File: src/rtl/core/sps_pkg.sv
package sps_pkg;

    // Default geometry of a scan point and a group count
    localparam int COORD_BITS_DEF = 12;
    localparam int COUNT_BITS_DEF = 12;

    // Configuration port
    localparam int THR_W      = 24;
    localparam int SIZE_W     = 12;
    localparam int CFG_DATA_W = 24;
    localparam int CFG_IDX_W  = 2;

    localparam logic [THR_W-1:0]  THR_RESET      = 24'd100;
    localparam logic [SIZE_W-1:0] MIN_SIZE_RESET = 12'd2;
    localparam logic [SIZE_W-1:0] MAX_SIZE_RESET = 12'd100;

    typedef enum logic [CFG_IDX_W-1:0] {
        REG_DIST_THR = 2'd0,
        REG_MIN_SIZE = 2'd1,
        REG_MAX_SIZE = 2'd2
    } sps_reg_t;

    typedef enum logic [3:0] {
        ST_IDLE,
        ST_STEP_SQ,
        ST_STEP_CMP,
        ST_DECIDE,
        ST_CLOSE_CHK,
        ST_SPAN_SUM,
        ST_ITER_GO,
        ST_ITER_WAIT,
        ST_EMIT,
        ST_REOPEN,
        ST_LAST_CHK
    } sps_state_t;

    // Controller to datapath
    typedef struct packed {
        logic take;        // input channel may transfer
        logic sq_load;     // register the two squared differences
        logic sq_span;     // operands: group ends instead of new point and previous
        logic d2_load;     // register the squared distance and the near flag
        logic grp_start;
        logic grp_add;
        logic grp_close;
        logic iter_start;  // launch the dividers and the square root
        logic out_load;
        logic out_end;
    } sps_cmd_t;

    // Datapath to controller
    typedef struct packed {
        logic pt_taken;    // an input point transfers this cycle
        logic in_group;
        logic near_pt;
        logic last;
        logic ok;
        logic iter_done;
        logic out_free;
    } sps_status_t;

endpackage

File: src/rtl/core/sps_point_if.sv
interface sps_point_if #(
    parameter int COORD_BITS = sps_pkg::COORD_BITS_DEF
);
    logic                  valid;
    logic                  ready;
    logic [COORD_BITS-1:0] point_x;
    logic [COORD_BITS-1:0] point_y;
    logic                  last_point;

    modport source (output valid, output point_x, output point_y, output last_point,
                    input ready);
    modport sink   (input valid, input point_x, input point_y, input last_point,
                    output ready);
endinterface

File: src/rtl/core/sps_group_if.sv
interface sps_group_if #(
    parameter int COORD_BITS = sps_pkg::COORD_BITS_DEF,
    parameter int COUNT_BITS = sps_pkg::COUNT_BITS_DEF
);
    logic                  valid;
    logic                  ready;
    logic [COORD_BITS-1:0] centre_x;
    logic [COORD_BITS-1:0] centre_y;
    logic [COORD_BITS:0]   span;
    logic [COUNT_BITS-1:0] point_count;
    logic                  group_valid;
    logic                  scan_end;

    modport source (output valid, output centre_x, output centre_y, output span,
                    output point_count, output group_valid, output scan_end,
                    input ready);
    modport sink   (input valid, input centre_x, input centre_y, input span,
                    input point_count, input group_valid, input scan_end,
                    output ready);
endinterface

File: src/rtl/core/sps_div.sv
module sps_div #(
    parameter int COORD_BITS = sps_pkg::COORD_BITS_DEF,
    parameter int COUNT_BITS = sps_pkg::COUNT_BITS_DEF,
    localparam int SUM_BITS  = COORD_BITS + COUNT_BITS,
    localparam int CNT_W     = $clog2(SUM_BITS + 1)
) (
    input  logic                  clk,
    input  logic                  rst_n,
    input  logic                  start,
    input  logic [SUM_BITS-1:0]   dividend,
    input  logic [COUNT_BITS-1:0] divisor,
    output logic                  busy,
    output logic [COORD_BITS-1:0] mean
);

    logic [SUM_BITS-1:0]   dq_reg;
    logic [COUNT_BITS-1:0] rem_reg;
    logic [COUNT_BITS-1:0] div_reg;
    logic [CNT_W-1:0]      cnt_reg;

    logic [COUNT_BITS:0]   rem_sh;
    logic [COUNT_BITS:0]   rem_sub;
    logic                  ge;
    logic [COUNT_BITS:0]   rem_dbl;
    logic                  inc;

    // Restoring division, one quotient bit a cycle
    always_comb
    begin
        rem_sh  = {rem_reg, dq_reg[SUM_BITS-1]};
        ge      = rem_sh >= {1'b0, div_reg};
        rem_sub = rem_sh - {1'b0, div_reg};
    end

    // Round to nearest, ties to the even quotient
    always_comb
    begin
        rem_dbl = {rem_reg, 1'b0};
        inc     = (rem_dbl > {1'b0, div_reg}) || ((rem_dbl == {1'b0, div_reg}) && dq_reg[0]);
        mean    = dq_reg[COORD_BITS-1:0] + {{(COORD_BITS-1){1'b0}}, inc};
    end

    assign busy = (cnt_reg != '0);

    always_ff @(posedge clk or negedge rst_n)
    begin
        if (!rst_n)
        begin
            cnt_reg <= '0;
        end
        else if (start)
        begin
            cnt_reg <= CNT_W'(SUM_BITS);
        end
        else if (busy)
        begin
            cnt_reg <= cnt_reg - CNT_W'(1);
        end
    end

    always_ff @(posedge clk)
    begin
        if (start)
        begin
            dq_reg  <= dividend;
            rem_reg <= '0;
            div_reg <= divisor;
        end
        else if (busy)
        begin
            dq_reg  <= {dq_reg[SUM_BITS-2:0], ge};
            rem_reg <= ge ? rem_sub[COUNT_BITS-1:0] : rem_sh[COUNT_BITS-1:0];
        end
    end

endmodule

File: src/rtl/core/sps_sqrt.sv
module sps_sqrt #(
    parameter int COORD_BITS = sps_pkg::COORD_BITS_DEF,
    localparam int ROOT_W    = COORD_BITS + 1,
    localparam int VAL_W     = 2 * ROOT_W,
    localparam int D2_W      = 2 * COORD_BITS + 1,
    localparam int CNT_W     = $clog2(ROOT_W + 1)
) (
    input  logic              clk,
    input  logic              rst_n,
    input  logic              start,
    input  logic [D2_W-1:0]   value,
    output logic              busy,
    output logic [ROOT_W-1:0] root
);

    logic [VAL_W-1:0]  val_reg;
    logic [ROOT_W+1:0] rem_reg;
    logic [ROOT_W-1:0] root_reg;
    logic [CNT_W-1:0]  cnt_reg;

    logic [ROOT_W+3:0] rem_sh;
    logic [ROOT_W+3:0] trial;
    logic [ROOT_W+3:0] rem_sub;
    logic              ge;

    // Digit by digit: two radicand bits in, one root bit out per cycle
    always_comb
    begin
        rem_sh  = {rem_reg, val_reg[VAL_W-1 -: 2]};
        trial   = {2'b00, root_reg, 2'b01};
        ge      = rem_sh >= trial;
        rem_sub = rem_sh - trial;
    end

    assign busy = (cnt_reg != '0);
    assign root = root_reg;

    always_ff @(posedge clk or negedge rst_n)
    begin
        if (!rst_n)
        begin
            cnt_reg <= '0;
        end
        else if (start)
        begin
            cnt_reg <= CNT_W'(ROOT_W);
        end
        else if (busy)
        begin
            cnt_reg <= cnt_reg - CNT_W'(1);
        end
    end

    always_ff @(posedge clk)
    begin
        if (start)
        begin
            val_reg  <= VAL_W'(value);
            rem_reg  <= '0;
            root_reg <= '0;
        end
        else if (busy)
        begin
            val_reg  <= {val_reg[VAL_W-3:0], 2'b00};
            rem_reg  <= ge ? rem_sub[ROOT_W+1:0] : rem_sh[ROOT_W+1:0];
            root_reg <= {root_reg[ROOT_W-2:0], ge};
        end
    end

endmodule

File: src/rtl/core/sps_datapath.sv
module sps_datapath #(
    parameter int COORD_BITS = sps_pkg::COORD_BITS_DEF,
    parameter int COUNT_BITS = sps_pkg::COUNT_BITS_DEF
) (
    input  logic                                clk,
    input  logic                                rst_n,
    input  logic                                cfg_wr_en,
    input  logic [sps_pkg::CFG_IDX_W-1:0]       cfg_index,
    input  logic [sps_pkg::CFG_DATA_W-1:0]      cfg_data,
    input  sps_pkg::sps_cmd_t                   cmd,
    output sps_pkg::sps_status_t                status,
    sps_point_if.sink                           points,
    sps_group_if.source                         groups
);

    localparam int SUM_BITS = COORD_BITS + COUNT_BITS;
    localparam int SQ_W     = 2 * COORD_BITS;
    localparam int D2_W     = 2 * COORD_BITS + 1;
    localparam int SPAN_W   = COORD_BITS + 1;
    localparam int CMP_W    = (D2_W > sps_pkg::THR_W) ? D2_W : sps_pkg::THR_W;
    localparam int SZ_W     = (COUNT_BITS > sps_pkg::SIZE_W) ? COUNT_BITS : sps_pkg::SIZE_W;
    localparam logic [COUNT_BITS-1:0] COUNT_MAX = {COUNT_BITS{1'b1}};

    // Configuration
    logic [sps_pkg::THR_W-1:0]  thr_reg;
    logic [sps_pkg::SIZE_W-1:0] min_reg;
    logic [sps_pkg::SIZE_W-1:0] max_reg;

    // Accepted point
    logic [COORD_BITS-1:0] x_in_reg;
    logic [COORD_BITS-1:0] y_in_reg;
    logic                  last_reg;

    // Open group
    logic                  in_group_reg;
    logic [COORD_BITS-1:0] prev_x_reg;
    logic [COORD_BITS-1:0] prev_y_reg;
    logic [COORD_BITS-1:0] first_x_reg;
    logic [COORD_BITS-1:0] first_y_reg;
    logic [SUM_BITS-1:0]   sum_x_reg;
    logic [SUM_BITS-1:0]   sum_y_reg;
    logic [COUNT_BITS-1:0] count_reg;

    // Distance
    logic [SQ_W-1:0]       sq_a_reg;
    logic [SQ_W-1:0]       sq_b_reg;
    logic [D2_W-1:0]       d2_reg;
    logic                  near_reg;

    // Result register
    logic                  out_valid_reg;
    logic [COORD_BITS-1:0] centre_x_reg;
    logic [COORD_BITS-1:0] centre_y_reg;
    logic [SPAN_W-1:0]     span_reg;
    logic [COUNT_BITS-1:0] point_count_reg;
    logic                  group_valid_reg;
    logic                  scan_end_reg;

    logic                  taken;
    logic [COORD_BITS-1:0] opa_x;
    logic [COORD_BITS-1:0] opb_x;
    logic [COORD_BITS-1:0] opa_y;
    logic [COORD_BITS-1:0] opb_y;
    logic [COORD_BITS-1:0] diff_x;
    logic [COORD_BITS-1:0] diff_y;
    logic [D2_W-1:0]       d2_sum;
    logic                  ok;
    logic                  out_free;
    logic                  div_x_busy;
    logic                  div_y_busy;
    logic                  sqrt_busy;
    logic [COORD_BITS-1:0] mean_x;
    logic [COORD_BITS-1:0] mean_y;
    logic [SPAN_W-1:0]     root;

    assign taken         = points.valid && cmd.take;
    assign points.ready  = cmd.take;

    assign groups.valid       = out_valid_reg;
    assign groups.centre_x    = centre_x_reg;
    assign groups.centre_y    = centre_y_reg;
    assign groups.span        = span_reg;
    assign groups.point_count = point_count_reg;
    assign groups.group_valid = group_valid_reg;
    assign groups.scan_end    = scan_end_reg;

    always_comb
    begin
        if (cmd.sq_span)
        begin
            opa_x = prev_x_reg;
            opb_x = first_x_reg;
            opa_y = prev_y_reg;
            opb_y = first_y_reg;
        end
        else
        begin
            opa_x = x_in_reg;
            opb_x = prev_x_reg;
            opa_y = y_in_reg;
            opb_y = prev_y_reg;
        end
        diff_x = (opa_x >= opb_x) ? (opa_x - opb_x) : (opb_x - opa_x);
        diff_y = (opa_y >= opb_y) ? (opa_y - opb_y) : (opb_y - opa_y);
        d2_sum = D2_W'(sq_a_reg) + D2_W'(sq_b_reg);
    end

    assign ok = in_group_reg && (SZ_W'(count_reg) >= SZ_W'(min_reg))
                             && (SZ_W'(count_reg) <= SZ_W'(max_reg));
    assign out_free = !out_valid_reg || groups.ready;

    always_comb
    begin
        status.pt_taken  = taken;
        status.in_group  = in_group_reg;
        status.near_pt   = near_reg;
        status.last      = last_reg;
        status.ok        = ok;
        status.iter_done = !(div_x_busy || div_y_busy || sqrt_busy);
        status.out_free  = out_free;
    end

    sps_div #(
        .COORD_BITS (COORD_BITS),
        .COUNT_BITS (COUNT_BITS)
    ) u_div_x (
        .clk      (clk),
        .rst_n    (rst_n),
        .start    (cmd.iter_start),
        .dividend (sum_x_reg),
        .divisor  (count_reg),
        .busy     (div_x_busy),
        .mean     (mean_x)
    );

    sps_div #(
        .COORD_BITS (COORD_BITS),
        .COUNT_BITS (COUNT_BITS)
    ) u_div_y (
        .clk      (clk),
        .rst_n    (rst_n),
        .start    (cmd.iter_start),
        .dividend (sum_y_reg),
        .divisor  (count_reg),
        .busy     (div_y_busy),
        .mean     (mean_y)
    );

    sps_sqrt #(
        .COORD_BITS (COORD_BITS)
    ) u_sqrt (
        .clk   (clk),
        .rst_n (rst_n),
        .start (cmd.iter_start),
        .value (d2_reg),
        .busy  (sqrt_busy),
        .root  (root)
    );

    // Control state
    always_ff @(posedge clk or negedge rst_n)
    begin
        if (!rst_n)
        begin
            thr_reg       <= sps_pkg::THR_RESET;
            min_reg       <= sps_pkg::MIN_SIZE_RESET;
            max_reg       <= sps_pkg::MAX_SIZE_RESET;
            in_group_reg  <= 1'b0;
            out_valid_reg <= 1'b0;
        end
        else
        begin
            if (cfg_wr_en)
            begin
                case (cfg_index)
                    sps_pkg::REG_DIST_THR: thr_reg <= cfg_data[sps_pkg::THR_W-1:0];
                    sps_pkg::REG_MIN_SIZE: min_reg <= cfg_data[sps_pkg::SIZE_W-1:0];
                    sps_pkg::REG_MAX_SIZE: max_reg <= cfg_data[sps_pkg::SIZE_W-1:0];
                    default: ;
                endcase
            end

            if (cmd.grp_start)
            begin
                in_group_reg <= 1'b1;
            end
            else if (cmd.grp_close)
            begin
                in_group_reg <= 1'b0;
            end

            if (cmd.out_load)
            begin
                out_valid_reg <= 1'b1;
            end
            else if (groups.ready)
            begin
                out_valid_reg <= 1'b0;
            end
        end
    end

    // Payload
    always_ff @(posedge clk)
    begin
        if (taken)
        begin
            x_in_reg <= points.point_x;
            y_in_reg <= points.point_y;
            last_reg <= points.last_point;
        end

        if (cmd.sq_load)
        begin
            sq_a_reg <= SQ_W'(diff_x) * SQ_W'(diff_x);
            sq_b_reg <= SQ_W'(diff_y) * SQ_W'(diff_y);
        end

        if (cmd.d2_load)
        begin
            d2_reg   <= d2_sum;
            near_reg <= CMP_W'(d2_sum) < CMP_W'(thr_reg);
        end

        if (cmd.grp_start)
        begin
            first_x_reg <= x_in_reg;
            first_y_reg <= y_in_reg;
            prev_x_reg  <= x_in_reg;
            prev_y_reg  <= y_in_reg;
            sum_x_reg   <= SUM_BITS'(x_in_reg);
            sum_y_reg   <= SUM_BITS'(y_in_reg);
            count_reg   <= COUNT_BITS'(1);
        end
        else if (cmd.grp_add)
        begin
            prev_x_reg <= x_in_reg;
            prev_y_reg <= y_in_reg;
            // freeze the sums once the count saturates
            if (count_reg != COUNT_MAX)
            begin
                sum_x_reg <= sum_x_reg + SUM_BITS'(x_in_reg);
                sum_y_reg <= sum_y_reg + SUM_BITS'(y_in_reg);
                count_reg <= count_reg + COUNT_BITS'(1);
            end
        end

        if (cmd.out_load)
        begin
            group_valid_reg <= ok;
            scan_end_reg    <= cmd.out_end;
            if (ok)
            begin
                centre_x_reg    <= mean_x;
                centre_y_reg    <= mean_y;
                span_reg        <= root;
                point_count_reg <= count_reg;
            end
            else
            begin
                centre_x_reg    <= '0;
                centre_y_reg    <= '0;
                span_reg        <= '0;
                point_count_reg <= '0;
            end
        end
    end

endmodule

File: src/rtl/core/sps_ctrl.sv
module sps_ctrl (
    input  logic                 clk,
    input  logic                 rst_n,
    input  sps_pkg::sps_status_t status,
    output sps_pkg::sps_cmd_t    cmd
);

    sps_pkg::sps_state_t state_reg;
    sps_pkg::sps_state_t state_next;
    logic                end_reg;
    logic                end_next;

    always_ff @(posedge clk or negedge rst_n)
    begin
        if (!rst_n)
        begin
            state_reg <= sps_pkg::ST_IDLE;
            end_reg   <= 1'b0;
        end
        else
        begin
            state_reg <= state_next;
            end_reg   <= end_next;
        end
    end

    always_comb
    begin
        state_next = state_reg;
        end_next   = end_reg;
        cmd        = '0;
        cmd.out_end = end_reg;

        case (state_reg)
            sps_pkg::ST_IDLE:
            begin
                cmd.take = 1'b1;
                if (status.pt_taken)
                begin
                    state_next = sps_pkg::ST_STEP_SQ;
                end
            end

            sps_pkg::ST_STEP_SQ:
            begin
                cmd.sq_load = 1'b1;
                state_next  = sps_pkg::ST_STEP_CMP;
            end

            sps_pkg::ST_STEP_CMP:
            begin
                cmd.d2_load = 1'b1;
                state_next  = sps_pkg::ST_DECIDE;
            end

            sps_pkg::ST_DECIDE:
            begin
                if (!status.in_group)
                begin
                    cmd.grp_start = 1'b1;
                    state_next    = sps_pkg::ST_LAST_CHK;
                end
                else if (status.near_pt)
                begin
                    cmd.grp_add = 1'b1;
                    state_next  = sps_pkg::ST_LAST_CHK;
                end
                else
                begin
                    end_next   = 1'b0;
                    state_next = sps_pkg::ST_CLOSE_CHK;
                end
            end

            sps_pkg::ST_CLOSE_CHK:
            begin
                if (status.ok)
                begin
                    cmd.sq_load = 1'b1;
                    cmd.sq_span = 1'b1;
                    state_next  = sps_pkg::ST_SPAN_SUM;
                end
                else if (end_reg)
                begin
                    state_next = sps_pkg::ST_EMIT;
                end
                else
                begin
                    // rejected on a breakpoint: drop the group silently
                    cmd.grp_close = 1'b1;
                    state_next    = sps_pkg::ST_REOPEN;
                end
            end

            sps_pkg::ST_SPAN_SUM:
            begin
                cmd.d2_load = 1'b1;
                state_next  = sps_pkg::ST_ITER_GO;
            end

            sps_pkg::ST_ITER_GO:
            begin
                cmd.iter_start = 1'b1;
                state_next     = sps_pkg::ST_ITER_WAIT;
            end

            sps_pkg::ST_ITER_WAIT:
            begin
                if (status.iter_done)
                begin
                    state_next = sps_pkg::ST_EMIT;
                end
            end

            sps_pkg::ST_EMIT:
            begin
                if (status.out_free)
                begin
                    cmd.out_load  = 1'b1;
                    cmd.grp_close = 1'b1;
                    state_next    = end_reg ? sps_pkg::ST_IDLE : sps_pkg::ST_REOPEN;
                end
            end

            sps_pkg::ST_REOPEN:
            begin
                cmd.grp_start = 1'b1;
                state_next    = sps_pkg::ST_LAST_CHK;
            end

            sps_pkg::ST_LAST_CHK:
            begin
                if (status.last)
                begin
                    end_next   = 1'b1;
                    state_next = sps_pkg::ST_CLOSE_CHK;
                end
                else
                begin
                    state_next = sps_pkg::ST_IDLE;
                end
            end

            default:
            begin
                state_next = sps_pkg::ST_IDLE;
            end
        endcase
    end

endmodule

File: src/rtl/core/scan_point_segmenter_top.sv
// A point that joins or opens a group goes through the square, compare, decide and
// last-point check states before the input is ready again. Each emitted group also
// runs the bit-serial centroid dividers, which outlast the span square root beside them.
// A final point that does not join closes two groups: the one it breaks and its own.
// One point is in flight at a time; a result waits in the output register.
// Reset is asynchronous, active low: no open group, configuration at its defaults.
module scan_point_segmenter_top #(
    parameter int COORD_BITS = sps_pkg::COORD_BITS_DEF,
    parameter int COUNT_BITS = sps_pkg::COUNT_BITS_DEF
) (
    input  logic                           clk,
    input  logic                           rst_n,
    input  logic                           cfg_wr_en,
    input  logic [sps_pkg::CFG_IDX_W-1:0]  cfg_index,
    input  logic [sps_pkg::CFG_DATA_W-1:0] cfg_data,
    sps_point_if.sink                      points,
    sps_group_if.source                    groups
);

    sps_pkg::sps_cmd_t    cmd;
    sps_pkg::sps_status_t status;

    sps_ctrl u_ctrl (
        .clk    (clk),
        .rst_n  (rst_n),
        .status (status),
        .cmd    (cmd)
    );

    sps_datapath #(
        .COORD_BITS (COORD_BITS),
        .COUNT_BITS (COUNT_BITS)
    ) u_datapath (
        .clk       (clk),
        .rst_n     (rst_n),
        .cfg_wr_en (cfg_wr_en),
        .cfg_index (cfg_index),
        .cfg_data  (cfg_data),
        .cmd       (cmd),
        .status    (status),
        .points    (points),
        .groups    (groups)
    );

endmodule

File: src/flat_wrapper.sv
// flat-port wrapper written by rule: the top's interface ports become plain ports
module scan_point_segmenter_top_flat 
#(
    parameter int COORD_BITS = sps_pkg::COORD_BITS_DEF,
    parameter int COUNT_BITS = sps_pkg::COUNT_BITS_DEF
)
  (clk, rst_n, cfg_wr_en, cfg_index, cfg_data, points_valid, points_point_x, points_point_y, points_last_point, points_ready, groups_valid, groups_centre_x, groups_centre_y, groups_span, groups_point_count, groups_group_valid, groups_scan_end, groups_ready);
  sps_point_if #(.COORD_BITS(COORD_BITS)) points_i ();
  sps_group_if #(.COORD_BITS(COORD_BITS), .COUNT_BITS(COUNT_BITS)) groups_i ();
  input  logic clk;
  input  logic rst_n;
  input  logic cfg_wr_en;
  input  logic [sps_pkg::CFG_IDX_W-1:0] cfg_index;
  input  logic [sps_pkg::CFG_DATA_W-1:0] cfg_data;
  input wire logic [$bits(points_i.valid)-1:0] points_valid;
  input wire logic [$bits(points_i.point_x)-1:0] points_point_x;
  input wire logic [$bits(points_i.point_y)-1:0] points_point_y;
  input wire logic [$bits(points_i.last_point)-1:0] points_last_point;
  output wire logic [$bits(points_i.ready)-1:0] points_ready;
  output wire logic [$bits(groups_i.valid)-1:0] groups_valid;
  output wire logic [$bits(groups_i.centre_x)-1:0] groups_centre_x;
  output wire logic [$bits(groups_i.centre_y)-1:0] groups_centre_y;
  output wire logic [$bits(groups_i.span)-1:0] groups_span;
  output wire logic [$bits(groups_i.point_count)-1:0] groups_point_count;
  output wire logic [$bits(groups_i.group_valid)-1:0] groups_group_valid;
  output wire logic [$bits(groups_i.scan_end)-1:0] groups_scan_end;
  input wire logic [$bits(groups_i.ready)-1:0] groups_ready;
  assign points_i.valid = points_valid;
  assign points_i.point_x = points_point_x;
  assign points_i.point_y = points_point_y;
  assign points_i.last_point = points_last_point;
  assign points_ready = points_i.ready;
  assign groups_valid = groups_i.valid;
  assign groups_centre_x = groups_i.centre_x;
  assign groups_centre_y = groups_i.centre_y;
  assign groups_span = groups_i.span;
  assign groups_point_count = groups_i.point_count;
  assign groups_group_valid = groups_i.group_valid;
  assign groups_scan_end = groups_i.scan_end;
  assign groups_i.ready = groups_ready;
  scan_point_segmenter_top #(.COORD_BITS(COORD_BITS), .COUNT_BITS(COUNT_BITS)) u_core (.clk(clk), .rst_n(rst_n), .cfg_wr_en(cfg_wr_en), .cfg_index(cfg_index), .cfg_data(cfg_data), .points(points_i), .groups(groups_i));
endmodule
File: config.mk
export PLATFORM = sky130hd
export DESIGN_NAME = scan_point_segmenter_top_flat
export DESIGN_NICKNAME = d
export VERILOG_FILES = /design/src/rtl/core/sps_pkg.sv /design/src/rtl/core/sps_point_if.sv /design/src/rtl/core/sps_group_if.sv /design/src/rtl/core/sps_div.sv /design/src/rtl/core/sps_sqrt.sv /design/src/rtl/core/sps_datapath.sv /design/src/rtl/core/sps_ctrl.sv /design/src/rtl/core/scan_point_segmenter_top.sv /design/src/flat_wrapper.sv
export SDC_FILE = /design/constraint.sdc
export NUM_CORES = 1
export LEC_CHECK = 0
export BUFFER_PORTS_ARGS = -buffer_cell sky130_fd_sc_hd__buf_2
export CAP_MARGIN = 20
export CORE_UTILIZATION = 40
export CTS_CLUSTER_DIAMETER = 40
export CTS_CLUSTER_SIZE = 12
export DETAILED_ROUTE_END_ITERATION = 8
export GPL_TIMING_DRIVEN = 0
export HOLD_SLACK_MARGIN = 0.08
export PLACE_DENSITY_LB_ADDON = 0.3
export SYNTH_ARGS = -nofsm -noshare
export SYNTH_HDL_FRONTEND = slang
export SYNTH_SLANG_ARGS = --single-unit
File: constraint.sdc
create_clock -name clk -period 16.45 [get_ports clk]
set_input_delay 1.645 -clock clk [delete_from_list [all_inputs] [get_ports clk]]
set_output_delay 1.645 -clock clk [all_outputs]
set_load 0.005 [all_outputs]
==> summary.md <==
| Metric | Value |
|---|---|
| Run status | completed |
| # diodes | 0 |
| Flops & latches, synth | 463 |
| PostCTS Resize Cnt | 0 |
| CTS Hold Buffers Added | 0 |
| Post-synthesis cell type count | 90 |
| Initial detailed-routing violation count | 1,360 |
| Post-route minimum period | approximately 12 ns |
| Vias per cell | about 5.2 |
| Drt total wl | between 80 and 90 mm |
| Prevailing post-synth register cell | edfxtp_1 |
| Post-synth EDFFs | 305 |
| TritonCTS clock tree | yes |
| Clk Latency, worst-skew pair | 0.63 ns |
| Share of post-route cells with drive strength above 1 | 12.3% |
| Placed cells | 4,589 |
| Seq/Total Area, Yosys | 37.9% |
| Clock Pin Slew Worst Setup and Hold Paths | 0.06 ns |
| I/O Buffers | 108 |
| Clock Skew | 0.0366 ns |
| Fillers | 7,687 |
| Clk sinks | 463 |
| P&R area growth vs syn | 15.0% |
| Die area | 84,800 sq um |
| Critical path's largest stage delay | 0.78 ns |
| Max cap viols | 0 |
| Synthesized area per cell | 9.85 sq um |
| Pin count of the biggest net entering global routing | between 40 and 50 |
| Cell with the most instances after synthesis | nand2_1 |
| Final Core Density | between 40% and 50% |
| CP Launch Type | register |
| Leading post-synthesis cells by cell area | edfxtp_1 (27%), ha_1 (11%), fa_1 (10%) |
| DR pass1 iterations | 6 |
| CTS buffer count | 82 |
| Routability cong. | 0.888 |
| Initial antenna violation count | 6 |
| Pins over their slew limit | 0 |
| Setup CP Type | register to register |
| Dpl hpwl | around 63 mm |
| CP Capture Type | register |
| CP max stage cell | xor2_1 |
| FMAX | 0.0859 GHz |
| I/O pins | ~110 |
| Synth top area share | 27.4% |
| Syn. warnings | 0 |
| Max reg flops | 26 |
| First-pass GRT wire length | 130 mm |
| Leading area contributor after synthesis | edfxtp_1 |
| GR Util All Layers | 19.2% |
| Vias in the first global route | ~24,000 |
| Core area | 82,400 sq um |
| GR Overflow Total | 0 |
| Worst-path maximum fanout | 10 |
| Post-synth ARST share | 14.9% |
| Worst slew pin tran | 1.04 ns |
| Tcrit/Tclk final | 70.8% |
| WL/cell | 17.1 microns |
| DRC viols | 0 |
| Crit-path leading delay family | adder cells |
| Worst Path Buf+Inv | 9 |
| Final nets | just over 4,000 |
| CP required | 16.82 ns |
| Post-CTS setup buffers | 0 |
| Syn nets | roughly 3,900 |
| Min-Delay Path Class | register to register |
| Post-Syn Instances | between 3,000 and 4,000 |
| Mapped Area | 33,500 sq um |
| Synth cell count leaders | nand2_1 (420), inv_1 (373), edfxtp_1 (305) |
| Die Height | ~290 microns |
| Via count | around 25,000 |
| CTS max path bufs | 3 |
| RSZ-0062 raised after global routing | no |
| Relative slew slack | 30.5% |
| Routed Antenna Nets | 0 |
| Setup TNS | 0 ns |
| Setup violators final | 0 |
| H-tree Lvls | 3 |
| Final hold viol count | 0 |
| Chip width | a little under 300 microns |
| FP Rows | 105 |
| CTS Root Cell | clkbuf_16 |
| Worst Path Arrival | 12.02 ns |
| Non-Filler Instances | 4,743 |
| Initial Util | between 40 and 50% |
| Reg2Reg Setup Slack | 4.80 ns |
==> routing by layer <==
| layer | vias up | part of all wire [%] | GRT usage [%] |
|---|---|---|---|
| met4 | 2 | 3.1 | 6.75 |
| li1 | 12140 | - | - |
| met2 | 557 | 48 | 32.3 |
| met5 | - | 0.0099 | 0 |
| met3 | 131 | 4.8 | 2.99 |
| met1 | 11906 | 44 | 25.1 |
==> cell usage in the layout, fill, tap and decap left out, types with 20 or more instances in the layout <==
cell / count
nor3_1: 53
nand2_1: 420
buf_2: 130
edfxtp_1: 305
mux2i_1: 69
inv_1: 373
and3_1: 24
ha_1: 303
a21oi_1: 203
a21o_1: 57
fa_1: 171
mux2_2: 81
clkbuf_1: 66
nand3_1: 54
and2_1: 22
clkbuf_16: 87
xor2_1: 79
o21ai_0: 137
dfxtp_1: 89
or3_1: 42
nand4_1: 37
nor2_1: 293
nand2b_1: 35
a211oi_1: 20
dfrtp_1: 62
nor2b_1: 28
xnor2_1: 75
o21a_1: 26
==> stage by stage <==
stage	hold WS [ns]	setup WS [ns]	cell area, sq um
after CTS	0.459	4.85	38500
after detailed placement	0.451	4.89	35600
final	0.459	4.80	38500
after global placement	0.440	4.93	35300
after global routing	0.476	4.18	38500
after floorplan	0.432	7.02	33500
==> worst register-to-register path, delay by kind of cell (launching register included) <==
| kind | cells | cell delay [ns] |
|---|---|---|
| and+or+nand+nor | 5 | 0.85 |
| buffers and inverters | 9 | 1.73 |
| adders and majority gates | 9 | 3.73 |
| xor gates and xnor gates | 2 | 0.87 |
| DFF | 1 | 0.48 |
| muxes | 1 | 0.24 |
| AOI/OAI and AO/OA | 15 | 3.48 |
==> cells by family after synthesis <==
group | count (synthesis) | share of synthesized area (%)
compound gates | 582 | 10.9
mux | 150 | 4.79
xor+xnor | 165 | 4.63
flops | 463 | 37.9
fa+ha+maj | 474 | 21.6
simple gates | 1074 | 14.6
buf+inv | 490 | 5.70
==> final timing paths <==
check / start / to / cells after the start
max: u_core.u_datapath.count_reg[0] / u_core.u_datapath.sq_a_reg[23] / 41
min: u_core.u_datapath.u_sqrt.root[12] / u_core.u_datapath.u_sqrt.root[12] / 2
max reg2reg: u_core.u_datapath.count_reg[0] / u_core.u_datapath.sq_a_reg[23] / 41
min reg2reg: u_core.u_datapath.u_sqrt.root[12] / u_core.u_datapath.u_sqrt.root[12] / 2
max in group asynchronous: rst_n / u_core.u_datapath.thr_reg[6] / 2
min in group asynchronous: rst_n / u_core.u_datapath.u_div_x.cnt_reg[1] / 1
==> layout make-up <==
type                    count  area [sq um]  share of cell area (%)
plain buffers              99           435                    1.13
clock buffers             101          2260                    5.87
clock inverters            53           596                    1.55
inverters                 391          1470                    3.83
multi-input cells        2445         18900                    49.2
flip-flops and latches    463         12700                    32.9
well taps                1070          1340                    3.48
repair buffers            121           768                    2.00
Power is left out: the tool's default activity adds up to more than one toggle a clock period on the data nets, which glitch-free logic cannot reach.
